## config.mk

```make
export PLATFORM = sky130hd
export DESIGN_NAME = overtake_maneuver_sequencer_top
export DESIGN_NICKNAME = d
export VERILOG_FILES = /design/src/design/ovts_pkg.sv /design/src/design/ovts_step.sv /design/src/design/overtake_maneuver_sequencer_top.sv
export SDC_FILE = /design/constraint.sdc
export NUM_CORES = 1
export LEC_CHECK = 0
export ABC_AREA = 1
export BUFFER_PORTS_ARGS = -buffer_cell sky130_fd_sc_hd__buf_4
export CAP_MARGIN = 20
export CORE_ASPECT_RATIO = 0.6
export CORE_MARGIN = 2
export CORE_UTILIZATION = 60
export CTS_CLUSTER_SIZE = 28
export DETAILED_ROUTE_END_ITERATION = 7
export PLACE_DENSITY = 0.82
export SETUP_SLACK_MARGIN = 0.2
export SKIP_CTS_REPAIR_TIMING = 1
export SLEW_MARGIN = 25
export SYNTH_ARGS = -nofsm -noshare
export SYNTH_HDL_FRONTEND = slang
export SYNTH_SLANG_ARGS = --single-unit
```

## constraint.sdc

```tcl
create_clock -name i_clk -period 7.9 [get_ports i_clk]
set_input_delay 0.79 -clock i_clk [delete_from_list [all_inputs] [get_ports i_clk]]
set_output_delay 0.79 -clock i_clk [all_outputs]
set_load 0.02 [all_outputs]
```

## src/design/ovts_pkg.sv

```systemverilog
// Shared types and constants for the overtaking sequencer.
// Holds the one-hot mode type, configuration and result structs, register indexes.
// No dependencies.
package ovts_pkg;

    typedef enum logic [4:0] {
        MODE_FOLLOW     = 5'b00001,
        MODE_TURN_OUT   = 5'b00010,
        MODE_STRAIGHTEN = 5'b00100,
        MODE_TURN_BACK  = 5'b01000,
        MODE_RETURN     = 5'b10000
    } t_mode;

    localparam logic [2:0] MODE_CODE_FOLLOW     = 3'd0;
    localparam logic [2:0] MODE_CODE_TURN_OUT   = 3'd1;
    localparam logic [2:0] MODE_CODE_STRAIGHTEN = 3'd2;
    localparam logic [2:0] MODE_CODE_TURN_BACK  = 3'd3;
    localparam logic [2:0] MODE_CODE_RETURN     = 3'd4;

    localparam int CFG_IDX_BITS  = 2;
    localparam int CFG_DATA_BITS = 14;

    localparam logic [CFG_IDX_BITS-1:0] CFG_CAR_LENGTH   = 2'd0;
    localparam logic [CFG_IDX_BITS-1:0] CFG_CRUISE_SPEED = 2'd1;
    localparam logic [CFG_IDX_BITS-1:0] CFG_TURN_ANGLE   = 2'd2;

    localparam logic [10:0] CAR_LENGTH_RST   = 11'd40;
    localparam logic [7:0]  CRUISE_SPEED_RST = 8'd24;
    localparam logic [13:0] TURN_ANGLE_RST   = 14'd4551;

    localparam logic [31:0] PATH_MIN_MM = 32'd300;

    typedef struct packed {
        logic [10:0] car_length;
        logic [7:0]  cruise_speed;
        logic [13:0] turn_angle;
    } t_cfg;

    typedef struct packed {
        logic        heading;
        logic        path;
    } t_take;

    typedef struct packed {
        logic [7:0]         speed_cmd;
        logic signed [15:0] steer_cmd;
        logic [2:0]         mode_now;
    } t_result;

    function automatic logic [2:0] mode_code(input t_mode m);
        logic [2:0] c;
        unique case (m)
            MODE_FOLLOW:     c = MODE_CODE_FOLLOW;
            MODE_TURN_OUT:   c = MODE_CODE_TURN_OUT;
            MODE_STRAIGHTEN: c = MODE_CODE_STRAIGHTEN;
            MODE_TURN_BACK:  c = MODE_CODE_TURN_BACK;
            MODE_RETURN:     c = MODE_CODE_RETURN;
            default:         c = MODE_CODE_FOLLOW;
        endcase
        return c;
    endfunction

endpackage

```

## src/design/ovts_step.sv

```systemverilog
// Per-frame decision logic: threshold compares, heading change and mode update.
// Purely combinational; state and registers live in the top level.
// Depends on ovts_pkg.
module ovts_step #(
    parameter int ANGLE_BITS = 16,
    parameter int DIST_BITS  = 12
) (
    input  ovts_pkg::t_cfg                i_cfg,
    input  ovts_pkg::t_mode               i_mode,
    input  logic [ANGLE_BITS-1:0]         i_ref_heading,
    input  logic [31:0]                   i_ref_path,
    input  logic                          i_front_sonar_valid,
    input  logic signed [DIST_BITS-1:0]   i_front_sonar_dist,
    input  logic signed [DIST_BITS-1:0]   i_front_ir_dist,
    input  logic signed [DIST_BITS-1:0]   i_right_sonar_dist,
    input  logic [ANGLE_BITS-1:0]         i_heading_now,
    input  logic [31:0]                   i_path_now,
    input  logic signed [15:0]            i_lane_steer,
    output ovts_pkg::t_mode               o_mode,
    output ovts_pkg::t_take               o_take,
    output ovts_pkg::t_result             o_result
);
    import ovts_pkg::*;

    localparam int CW = (DIST_BITS + 3 > 16) ? DIST_BITS + 3 : 16;
    localparam int DW = ANGLE_BITS + 11;
    localparam int DEG1 = ((1 << ANGLE_BITS) + 180) / 360;

    localparam logic signed [ANGLE_BITS:0] HALF_POS = {2'b01, {(ANGLE_BITS-1){1'b0}}};
    localparam logic signed [ANGLE_BITS:0] HALF_NEG = {2'b11, {(ANGLE_BITS-1){1'b0}}};
    localparam logic signed [ANGLE_BITS:0] FULL_NEG = {1'b1, {ANGLE_BITS{1'b0}}};

    localparam logic signed [DW-1:0] TH_OUT = DW'(8) <<< ANGLE_BITS;
    localparam logic signed [DW-1:0] TH_STR = -(DW'(15) <<< ANGLE_BITS);
    localparam logic signed [DW-1:0] TH_RET = -(DW'(35) <<< ANGLE_BITS);

    logic signed [CW-1:0]         sonar_x, ir_x, right_x, len_x;
    logic signed [CW-1:0]         sonar4, len7, ir2, right4, len5;
    logic signed [ANGLE_BITS:0]   raw_d, d;
    logic signed [DW-1:0]         dx, d360;
    logic [31:0]                  path_d;
    logic [17:0]                  out_mag, out_neg;
    logic signed [15:0]           steer_out;
    logic                         hit_follow, hit_out, hit_str, hit_back, hold_ret;
    logic signed [15:0]           steer;
    logic [7:0]                   speed;
    t_mode                        n_mode;
    t_take                        take;

    always_comb begin
        sonar_x = CW'(i_front_sonar_dist);
        ir_x    = CW'(i_front_ir_dist);
        right_x = CW'(i_right_sonar_dist);
        len_x   = CW'($signed({1'b0, i_cfg.car_length}));
        sonar4  = sonar_x <<< 2;
        len7    = (len_x <<< 3) - len_x;
        ir2     = ir_x <<< 1;
        right4  = right_x <<< 2;
        len5    = (len_x <<< 2) + len_x;

        raw_d = $signed({1'b0, i_heading_now}) - $signed({1'b0, i_ref_heading});
        d     = (raw_d > HALF_POS || raw_d < HALF_NEG) ? raw_d + FULL_NEG : raw_d;
        dx    = DW'(d);
        d360  = (dx <<< 8) + (dx <<< 6) + (dx <<< 5) + (dx <<< 3);

        path_d = i_path_now - i_ref_path;

        out_mag   = 18'(i_cfg.turn_angle) + 18'(DEG1);
        out_neg   = 18'd0 - out_mag;
        steer_out = (out_mag > 18'd32768) ? 16'sh8000 : $signed(out_neg[15:0]);

        hit_follow = (sonar4 < len7) && (sonar_x > 0);
        hit_out    = (ir_x > 0) || (d360 > TH_OUT);
        hit_str    = ((ir2 < len_x) && (ir_x > 0)) || (d360 < TH_STR);
        hit_back   = (path_d > PATH_MIN_MM) && (ir_x < 0) &&
                     ((right4 > len5) || (right_x < 0));
        hold_ret   = d360 > TH_RET;
    end

    always_comb begin
        n_mode       = i_mode;
        take.heading = 1'b0;
        take.path    = 1'b0;
        steer        = 16'sd0;
        speed        = i_cfg.cruise_speed;
        if (i_front_sonar_valid) begin
            unique case (i_mode)
                MODE_FOLLOW: begin
                    steer = i_lane_steer;
                    if (hit_follow) begin
                        take.heading = 1'b1;
                        speed        = 8'd0;
                        n_mode       = MODE_TURN_OUT;
                    end
                end
                MODE_TURN_OUT: begin
                    if (hit_out) begin
                        take.heading = 1'b1;
                        take.path    = 1'b1;
                        n_mode       = MODE_STRAIGHTEN;
                    end else begin
                        steer = steer_out;
                    end
                end
                MODE_STRAIGHTEN: begin
                    if (hit_str) begin
                        take.heading = 1'b1;
                        n_mode       = MODE_TURN_BACK;
                    end else begin
                        steer = $signed({2'b00, i_cfg.turn_angle});
                    end
                end
                MODE_TURN_BACK: begin
                    if (hit_back) begin
                        take.heading = 1'b1;
                        n_mode       = MODE_RETURN;
                    end else begin
                        steer = i_lane_steer;
                    end
                end
                MODE_RETURN: begin
                    if (hold_ret) begin
                        steer = $signed({2'b00, i_cfg.turn_angle});
                    end else begin
                        n_mode = MODE_FOLLOW;
                    end
                end
                default: begin
                    n_mode = i_mode;
                end
            endcase
        end
    end

    assign o_mode             = n_mode;
    assign o_take             = take;
    assign o_result.speed_cmd = speed;
    assign o_result.steer_cmd = steer;
    assign o_result.mode_now  = mode_code(n_mode);

endmodule

```

## src/design/overtake_maneuver_sequencer_top.sv

```systemverilog
// Overtaking sequencer: takes one sensor frame per transaction and returns speed,
// steering and mode in one result transaction. The first result appears in the
// cycle after its frame, and a frame can be taken every cycle unless o_in_stall is
// high: the decision logic sits between the mode/reference registers and a single
// output register, and a new frame is taken while the previous result is being
// delivered. The user must write registers through the plain write port while the
// block is idle; it does not enforce this. Depends on ovts_pkg and ovts_step.
module overtake_maneuver_sequencer_top #(
    parameter int ANGLE_BITS = 16,
    parameter int DIST_BITS  = 12
) (
    input  logic                                i_clk,
    input  logic                                i_rst_n,
    input  logic                                i_cfg_wr_en,
    input  logic [ovts_pkg::CFG_IDX_BITS-1:0]   i_cfg_index,
    input  logic [ovts_pkg::CFG_DATA_BITS-1:0]  i_cfg_wdata,
    input  logic                                i_in_valid,
    output logic                                o_in_stall,
    input  logic                                i_front_sonar_valid,
    input  logic signed [DIST_BITS-1:0]         i_front_sonar_dist,
    input  logic signed [DIST_BITS-1:0]         i_front_ir_dist,
    input  logic signed [DIST_BITS-1:0]         i_right_sonar_dist,
    input  logic [ANGLE_BITS-1:0]               i_heading_now,
    input  logic [31:0]                         i_path_now,
    input  logic signed [15:0]                  i_lane_steer,
    output logic                                o_out_valid,
    input  logic                                i_out_stall,
    output logic [7:0]                          o_speed_cmd,
    output logic signed [15:0]                  o_steer_cmd,
    output logic [2:0]                          o_mode_now
);
    import ovts_pkg::*;

    t_cfg                   r_cfg;
    t_mode                  r_mode;
    logic [ANGLE_BITS-1:0]  r_ref_heading;
    logic [31:0]            r_ref_path;
    logic                   r_out_valid;
    t_result                r_result;

    t_mode                  n_mode;
    t_take                  n_take;
    t_result                n_result;
    logic                   in_accept;

    ovts_step #(
        .ANGLE_BITS (ANGLE_BITS),
        .DIST_BITS  (DIST_BITS)
    ) u_step (
        .i_cfg               (r_cfg),
        .i_mode              (r_mode),
        .i_ref_heading       (r_ref_heading),
        .i_ref_path          (r_ref_path),
        .i_front_sonar_valid (i_front_sonar_valid),
        .i_front_sonar_dist  (i_front_sonar_dist),
        .i_front_ir_dist     (i_front_ir_dist),
        .i_right_sonar_dist  (i_right_sonar_dist),
        .i_heading_now       (i_heading_now),
        .i_path_now          (i_path_now),
        .i_lane_steer        (i_lane_steer),
        .o_mode              (n_mode),
        .o_take              (n_take),
        .o_result            (n_result)
    );

    assign o_in_stall = r_out_valid && i_out_stall;
    assign in_accept  = i_in_valid && !o_in_stall;

    always_ff @(posedge i_clk) begin
        if (!i_rst_n) begin
            r_cfg.car_length   <= CAR_LENGTH_RST;
            r_cfg.cruise_speed <= CRUISE_SPEED_RST;
            r_cfg.turn_angle   <= TURN_ANGLE_RST;
        end else if (i_cfg_wr_en) begin
            unique case (i_cfg_index)
                CFG_CAR_LENGTH:   r_cfg.car_length   <= i_cfg_wdata[10:0];
                CFG_CRUISE_SPEED: r_cfg.cruise_speed <= i_cfg_wdata[7:0];
                CFG_TURN_ANGLE:   r_cfg.turn_angle   <= i_cfg_wdata[13:0];
                default: begin
                end
            endcase
        end
    end

    always_ff @(posedge i_clk) begin
        if (!i_rst_n) begin
            r_mode        <= MODE_FOLLOW;
            r_ref_heading <= '0;
            r_ref_path    <= '0;
        end else if (in_accept) begin
            r_mode <= n_mode;
            if (n_take.heading) begin
                r_ref_heading <= i_heading_now;
            end
            if (n_take.path) begin
                r_ref_path <= i_path_now;
            end
        end
    end

    always_ff @(posedge i_clk) begin
        if (!i_rst_n) begin
            r_out_valid <= 1'b0;
        end else if (in_accept) begin
            r_out_valid <= 1'b1;
        end else if (!i_out_stall) begin
            r_out_valid <= 1'b0;
        end
    end

    always_ff @(posedge i_clk) begin
        if (in_accept) begin
            r_result <= n_result;
        end
    end

    assign o_out_valid = r_out_valid;
    assign o_speed_cmd = r_result.speed_cmd;
    assign o_steer_cmd = r_result.steer_cmd;
    assign o_mode_now  = r_result.mode_now;

endmodule
```

# Word-level counts from Yosys, hierarchy flattened
# Index checks and enable logic that the tools add are counted.
# W data, S select, Z words.
# word_totals
reg_bits,114
word_cells,90
# op_classes
n_eq_ne,12
n_addsub,10
order_cmp,14
muxes,27
n_reduce_logical,17
# op_table
cell,n
$pmux W16 S5,1
$mux W16,3
$gt A32 B9 Y1 const B,1
$sub A32 B32 Y32,1
$mux W5,6
$mux W14,2
$add A26 B22 Y27,1
$add A27 B20 Y27,1
$gt A27 B21 Y1 const B,1
$gt A27 B23 Y1 const B,1
$lt A27 B21 Y1 const B,1
$add A25 B23 Y26,1
$pmux W5 S5,1
$gt A12 B1 Y1 const B,2
$lt A12 B1 Y1 const B,2
$mux W8,3
$gt A18 B16 Y1 const B,1
$add A17 B17 Y17 const B,1
$gt A17 B17 Y1 const B,1
$lt A17 B16 Y1 const B,1
$mux W17,1
$sub A16 B16 Y17,1
$sub A1 B16 Y16 const A,1
$add A14 B8 Y15 const B,1
other kinds (22),44

# Logic depth before layout (Yosys ltp)
# Gate-level depths: netlist of the first run.
# depth
ltp_word,14
ltp_mapped,42
mapped_depth_nobuf,41

# Modules after synthesis
# A second synthesis of the first run with hierarchy kept.
# unflattened
cells_unflattened,2299
hier_area_um2,13938.4
# modules_own_cells
module,seq_area_each_um2,area_per_inst_um2,cells_per_inst,instances
ovts_step,0.0,9038.7,1670,1
overtake_maneuver_sequencer_top,2552.4,4899.7,629,1

# Least setup slack after synthesis of the first run
# Ideal clock, no wire load.
# synth_path
kind,input to register
startpoint,input i_heading_now[0]
endpoint,register r_ref_heading[12]
stages,39
arrival_time_ns,5.683
setup_ns,0.116
n_path_buf,1
path_slack_ns,2.101
path_cell_list,inv_1 ha_1 fa_1 inv_1 nand2_1 nand2_1 nand3_1 nand2_1 nand2_1 nand3_1 nand2_1 nor2_1 nand3_2 nand2_4 inv_1 fa_1 inv_1 fa_1 (+3 left out) o21ai_0 a21oi_1 nand2_1 nand2_1 nand2_1 nand2_2 nand2_1 nor2_1 nand4_1 nand2_1 nand2_1 nand2_1 nand4_2 nand2_4 inv_6 buf_12 nor2_2 nor2_1
# synth_via
elab_chain_cells,13
# synth_lines
item,line,text
"start, declared",overtake_maneuver_sequencer_top.sv:23,"input logic [ANGLE_BITS-1:0] i_heading_now,"
$sub A16 B16 Y17 *,ovts_step.sv:61,"raw_d = $signed({1'b0, i_heading_now}) - $signed({1'b0, i_ref_heading});"
$gt A17 B17 Y1 or $lt A17 B16 Y1 (tied branches),ovts_step.sv:62,d = (raw_d > HALF_POS || raw_d < HALF_NEG) ? raw_d + FULL_NEG : raw_d;
$logic_or A1 B1 Y1,ovts_step.sv:62,
$mux W17 *,ovts_step.sv:62,
$add A25 B23 Y26,ovts_step.sv:64,d360 = (dx <<< 8) + (dx <<< 6) + (dx <<< 5) + (dx <<< 3);
$add A26 B22 Y27,ovts_step.sv:64,
$add A27 B20 Y27 *,ovts_step.sv:64,
$lt A27 B21 Y1 or $gt A27 B21 Y1 (tied branches),"ovts_step.sv:74, ovts_step.sv:73",
"$logic_or A1 B1 Y1, on equally long branches","ovts_step.sv:74, ovts_step.sv:73",
$mux W1 or $mux W2 (tied branches),"ovts_step.sv:106, ovts_step.sv:97",
$pmux W1 S4 *,ovts_step.sv:87,unique case (i_mode)
$mux W2 *,ovts_step.sv:86,if (i_front_sonar_valid) begin
$reduce_and A2 Y1 (no line) *,n/a,
"end signal, assigned",overtake_maneuver_sequencer_top.sv:93,r_ref_heading <= i_heading_now;
"end, declared",overtake_maneuver_sequencer_top.sv:36,logic [ANGLE_BITS-1:0] r_ref_heading;
# Mark *: on every way between the ends. The rest lies on a longest branch, timed or not.
# A chain may end at the register's enable or synchronous reset.

# Worst setup path after layout of the first run
# layout_path
startpoint,input i_heading_now[0]
endpoint,"register r_result, in the netlist o_steer_cmd[10] (data pin)"
# layout_via
elab_chain_cells,11
# layout_lines
item,line,text
$sub A16 B16 Y17 *,ovts_step.sv:61,
$gt A17 B17 Y1 or $lt A17 B16 Y1 (tied branches),ovts_step.sv:62,
$logic_or A1 B1 Y1,ovts_step.sv:62,
$mux W17 *,ovts_step.sv:62,
$add A25 B23 Y26,ovts_step.sv:64,
$add A26 B22 Y27,ovts_step.sv:64,
$add A27 B20 Y27 *,ovts_step.sv:64,
$lt A27 B21 Y1 or $gt A27 B21 Y1 (tied branches),"ovts_step.sv:74, ovts_step.sv:73",
"$logic_or A1 B1 Y1, on equally long branches","ovts_step.sv:74, ovts_step.sv:73",
$mux W14 or $mux W16 (tied branches),"ovts_step.sv:106, ovts_step.sv:97",
$pmux W16 S5 *,ovts_step.sv:87,
"end signal, assigned",overtake_maneuver_sequencer_top.sv:113,r_result <= n_result;
"end, declared",overtake_maneuver_sequencer_top.sv:39,t_result r_result;
# Marked as above.

==> impl_metrics.csv, run 1 <==
group,metric,value,unit
setup_path,startpoint,"i_heading_now[0]",
sta,slew_headroom,47.84,%
sta,fin_crit,6.646,ns
synthesis,synth.avg_cell_area,6.373,um^2
synthesis,synthCells,1967,
sta,drv_slew,0,
routing,postRouteAntennaNets,0,
hold_path,hp-start,"r_ref_path[0]",
global_routing,antenna_found_initial,0,
routing,avgViaCountPerCell,5.449,
routing,first_pass_iters,5,
synthesis,synth-edff-count,27,
routing,wire_per_inst,14.46,um
synthesis,ys_warn_count,0,
layout,fill_cells,1744,
floorplanning,dieArea,22100,um^2
setup_path,critPathMaxFanout,14,
placed_design,globalplace.congestion,0.9450,
clocking,htree_num_levels,4,
floorplanning,rows,40,
clocking,numCtsBuffers,17,
sta,fin_skew,0.01388,ns
floorplanning,die_y,116.0,um
layout,final_cell_mix,"nand2_1 (528), inv_1 (381), nor2_1 (168), buf_4 (151), a21oi_1 (138)",
hold_path,hold_class,"reg -> reg",
global_routing,grt_pass1_vias,11962,
synthesis,netlist.area_leader.share,15.81,%
layout,final_common_cell,"nand2_1",
power,switching_power,1.593,mW
power,internal_power,1.908,mW
floorplanning,io_pins,151,
sta,tns,0,ns
power,peakVddDrop,0.2656,mV
layout,drive_gt1_share,10.88,%
clocking,cts_tree,"yes",
job,drv_cap,0,
synthesis,yosys.area.top_type,"nand2_1",
setup_path,critPathKind,"in -> reg",
setup_path,endpoint_kind,"flip-flop",
clocking,clk_pin_slew,0.05,ns
layout,diodes,0,
placed_design,port_buffers,150,
synthesis,netlist_area,12540,um^2
placed_design,detailed_place_hpwl,27770,um
sta,min_period_over_period,84.13,%
sta,hold_viol_final,0,
global_routing,grt-ovfl-total,0,
power,p_per_area,241.2,nW/um^2
power,leakage,7.591,nW
global_routing,track_usage,31.59,%
layout,final_nets,2394,
floorplanning,die_width,190.6,um
clocking,clock-sinks,114,
power,pwr-share-clk,24.2,%
synthesis,yosys-top-cells-area,"nand2_1 (16%), dfxtp_1 (14%), ha_1 (13%)",
synthesis,synth_seq_cells,114,
setup_path,worstPathRequired,8.20,ns
clocking,clkLatencyLatePin,0.43,ns
sta,max_freq,0.1505,GHz
sta,worstMarginPinSlew,0.7764,ns
global_routing,grt_max_degree,85,
synthesis,async_reset_ff_share,0,%
clocking,cts_root_buffer,"clkbuf_16",
setup_path,startpoint_type,"input port",
power,power.share.switching,45.50,%
routing,drt-initial-drc-count,1155,
floorplanning,core_area,20270,um^2
power,power_frac_seq,18.4,%
routing,routed_wl,34650,um
sta,rsz0062_at_grt,"false",
synthesis,ys.flop_type,"dfxtp_1",
power,comb_power_share,57.4,%
synthesis,synthDistinctLibCells,55,
synthesis,synth.net_count,2251,
status,outcome,"completed",
layout,multi_input_area,8392,um^2
setup_path,crit_path_top_delay_cell,"fa_1",
setup_path,reg2reg_from,"r_ref_heading[0]",
floorplanning,initial_utilization,61.85,%
routing,num_vias,13057,
power,total_power,3.501,mW
routing,drc,0,
global_routing,grt_pass1_wl,56400,um
layout,areaGrowthSynthToFinish,15.79,%
sta,setup_violations,0,
setup_path,critPathMaxStageDelay,0.51,ns
clocking,clk_path_buf_depth,2,
layout,ff_latch_area,2552,um^2
synthesis,synth-seq-area-share,20.36,%
setup_path,cp.arrival,6.94,ns
-- area by class of cell --
class / count / area share [%]
multi-input combinational: 1439 / 57.81
tap: 273 / 2.353
inverter: 387 / 10.04
clock buffer: 24 / 3.543
clock inverter: 8 / 0.8534
timing repair buffer: 151 / 7.810
sequential: 114 / 17.58
-- through the flow --
stage	hold WS (ns)	area [um^2]	setup WS (ns)	std cells	utilization, %
floorplan	0.4274	12540	2.101	1967	-
global placement	0.4421	13870	1.059	2364	68.43
detailed placement	0.4459	13870	0.6156	2364	68.43
CTS	0.4541	14510	1.055	2396	71.57
global route	0.4757	14520	0.7970	2396	71.61
finish	0.4553	14520	1.254	2396	71.61
-- critical path, delay by kind of cell --
family / cells / cell delay, ns
and+or+nand+nor: 18 / 2.36
adders and majority gates: 5 / 1.97
buffers and inverters: 9 / 1.00
AOI/OAI and AO/OA: 4 / 0.62
xor gates and xnor gates: 1 / 0.20
-- power groups by stage --
stage / combinational, mW / sequential [mW] / clock [mW]
after floorplan: 1.51 / 0.667 / 0
after global placement: 1.91 / 0.657 / 0
after detailed placement: 1.96 / 0.657 / 0
after CTS: 1.97 / 0.645 / 0.848
after global routing: 2.31 / 0.649 / 0.877
final: 2.01 / 0.646 / 0.847
-- Yosys cell counts, types with 6 or more instances --
master,instances
nand2_1,528
and2_1,7
nand4_1,39
nand3b_1,13
fa_1,32
a21o_1,6
inv_1,381
ha_1,130
o21ai_0,82
clkbuf_1,14
xor2_1,31
o211ai_1,17
xnor2_1,15
nor3_1,18
nor2_2,11
o221ai_1,11
nand2_2,15
dfxtp_1,87
nor4_1,9
o21ai_1,21
nor2_1,169
nand3_1,105
a21oi_1,138
o21bai_1,8
edfxtp_1,27
-- logic make-up (layout without fill, tap and decap cells) --
family,Yosys count,count (layout),synth area share [%]
fa+ha+maj,162,162,18.09
compound gates,300,300,13.38
buf+inv,414,570,12.78
xor+xnor,48,48,3.653
simple gates,929,929,31.74
flops,114,114,20.36
-- path summary, 6_finish.rpt --
| path | end | slack, ns | cells past startpoint |
|---|---|---|---|
| worst max-delay path | o_steer_cmd[10] | 1.25 | 37 |
| worst min-delay path | r_ref_path[0] | 0.46 | 2 |
| worst max register to register | o_steer_cmd[10] | 1.44 | 35 |
| worst min register to register | r_ref_path[0] | 0.46 | 2 |
-- metal layers --
layer / track usage (%) / vias to the layer above / routed length [um]
met5: 0 / - / 0
li1: - / 6589 / -
met4: 6.718 / 0 / 363
met1: 46.36 / 5972 / 17000
met2: 48.46 / 454 / 14530
met3: 5.694 / 42 / 2748
-- sequential cells by signal, indices dropped and copies added (netlist names) --
| signal | cells |
|---|---|
| o_steer_cmd | 16 |
| o_speed_cmd | 8 |
| r_mode | 5 |
| o_mode_now | 3 |
| o_out_valid | 1 |
| r_cfg | 33 |
| r_ref_heading | 16 |
| r_ref_path | 32 |
(Power assumes the default switching activity.)
==> run 2, diff against run 1 <==
==> constraint.sdc (replaced) <==
create_clock -name i_clk -period 6.8 [get_ports i_clk]
set_input_delay 0.68 -clock i_clk [delete_from_list [all_inputs] [get_ports i_clk]]
set_output_delay 0.68 -clock i_clk [all_outputs]
set_load 0.02 [all_outputs]
==> run 2 against run 1 <==
  * Flip-flop and latch count unchanged
  * Critical path depth is 2 lower
  * Via count is 0.54% higher
  * Clock power up 16%
  * Non-clock buffer count grew 8
  * Combinational power increased by 17%
  * Final area increased by 0.59%
  * Critical endpoint is now o_mode_now[0]
  * Highest routed layer unchanged
==> impl_metrics.csv, run 2 (synthesized netlist as in run 1, its figures left out) <==
group,metric,value,unit
job,drv_cap,0,
setup_path,reg2reg_from,"r_ref_heading[0]",
power,pwr-share-clk,24.0,%
routing,first_pass_iters,6,
floorplanning,io_pins,151,
placed_design,port_buffers,150,
sta,rsz0062_at_grt,"false",
clocking,clock-sinks,114,
routing,wire_per_inst,14.70,um
layout,diodes,0,
hold_path,hold_class,"reg -> reg",
setup_path,endpoint_kind,"flip-flop",
layout,final_common_cell,"nand2_1",
routing,routed_wl,35360,um
global_routing,grt-ovfl-total,0,
clocking,htree_num_levels,4,
power,power_frac_seq,18.4,%
power,comb_power_share,57.6,%
placed_design,globalplace.congestion,0.9801,
layout,final_cell_mix,"nand2_1 (526), inv_1 (381), nor2_1 (168), buf_4 (158), a21oi_1 (137)",
clocking,clk_path_buf_depth,2,
setup_path,critPathMaxStageDelay,0.60,ns
hold_path,hp-start,"r_cfg[20]",
layout,utilization,72.04,%
global_routing,grt_max_degree,85,
global_routing,grt_pass1_vias,11950,
floorplanning,core_area,20270,um^2
layout,areaGrowthSynthToFinish,16.48,%
setup_path,crit_family,"simple AND/OR/NAND/NOR gates",
sta,tns,0,ns
routing,num_vias,13128,
floorplanning,rows,40,
layout,top_register,"r_cfg",
placed_design,place_area,13910,um^2
routing,avgViaCountPerCell,5.459,
power,leakage,7.622,nW
layout,design_area,14600,um^2
sta,drv_slew,0,
setup_path,startpoint,"i_heading_now[0]",
power,internal_power,2.201,mW
routing,drc,0,
sta,fin_skew,0.01636,ns
sta,hold_ws,0.4551,ns
sta,min_period_over_period,89.23,%
layout,final_nets,2403,
global_routing,antenna_found_initial,0,
routing,postRouteAntennaNets,0,
layout,top_regs,"r_cfg (33), r_ref_path (32)",
sta,setup_violations,0,
sta,worstMarginPinSlew,0.8275,ns
setup_path,critPathKind,"in -> reg",
sta,fin_crit,6.068,ns
sta,slew_headroom,44.63,%
layout,largest_reg_flops,33,
clocking,cts_root_buffer,"clkbuf_16",
power,p_per_area,279.8,nW/um^2
setup_path,critical_path_buf_inv_count,6,
clocking,clk_pin_slew,0.06,ns
sta,max_freq,0.1648,GHz
setup_path,cp.arrival,6.25,ns
setup_path,path_common_cell,"nand2_1",
floorplanning,die_width,190.6,um
setup_path,critPathMaxFanout,6,
power,peakVddDrop,0.2618,mV
sta,hold_viol_final,0,
setup_path,startpoint_type,"input port",
floorplanning,dieArea,22100,um^2
layout,fin_cells,2405,
routing,drt-initial-drc-count,1213,
power,switching_power,1.885,mW
global_routing,grt_pass1_wl,57100,um
clocking,cts_tree,"yes",
global_routing,track_usage,32.14,%
placed_design,placedCellCount,2368,
clocking,clkLatencyLatePin,0.44,ns
floorplanning,initial_utilization,61.85,%
placed_design,detailed_place_hpwl,27940,um
layout,drive_gt1_share,11.49,%
setup_path,worstPathRequired,6.99,ns
clocking,numCtsBuffers,17,
power,power.share.switching,46.13,%
setup_path,crit_path_top_delay_cell,"fa_2",
floorplanning,die_y,116.0,um
status,outcome,"completed",
## run 2: cell types whose count changed in the layout (fill, tap and decap cells not counted), sizes merged
cell and delta:
clkinv +2, bufinv +1, inv +2, nand2 +1
buf +8, clkbuf -5
## run 2: layer usage
layer	vias up	global-route usage [%]	share of wire, %
met2	563	49.62	41
met4	0	7.080	1.2
li1	6617	-	-
met5	-	0	0
met1	5900	46.97	49
met3	48	5.572	8.5
## run 2: layout make-up
cell class	count	area [um^2]
clock buffer	19	432.9
multi-input combinational	1440	8427
clock inverter	13	183.9
tap	273	341.6
sequential	114	2552
timing repair buffer	159	1206
inverter	387	1458
fill	1675	5668
## run 2: metrics by stage
stage	setup WS, ns	power (mW)
3_5_place_dp	0.2152	3.038
3_3_place_gp	0.5259	2.978
2_1_floorplan	1.111	2.527
6_report	0.7323	4.086
5_1_grt	0.2156	4.467
4_1_cts	0.6272	4.025
## run 2: power by group through the flow
stage | logic, mW | registers [mW] | clock network [mW]
after global routing | 2.70 | 0.755 | 1.01
final | 2.35 | 0.752 | 0.979
after CTS | 2.30 | 0.751 | 0.977
after global placement | 2.21 | 0.764 | 0
after detailed placement | 2.27 | 0.764 | 0
after floorplan | 1.75 | 0.775 | 0
## run 2: worst reg2reg max path, delay by kind of cell (launching register included)
kind | cells | cell delay, ns
flip-flops | 1 | 0.33
buffers and inverters | 4 | 0.24
adder cells (fa/ha/maj) | 6 | 2.32
AND/OR/NAND/NOR | 21 | 2.40
AO/OA/AOI/OAI | 1 | 0.20
XOR/XNOR | 1 | 0.27
## run 2: path summary, 6_finish.rpt
path | to | slack, ns | cells after the start
worst min register to register | r_cfg[20] | 0.46 | 2
worst max register to register | o_mode_now[0] | 0.79 | 33
worst min-delay path | r_cfg[20] | 0.46 | 2
worst max-delay path | o_mode_now[0] | 0.73 | 35
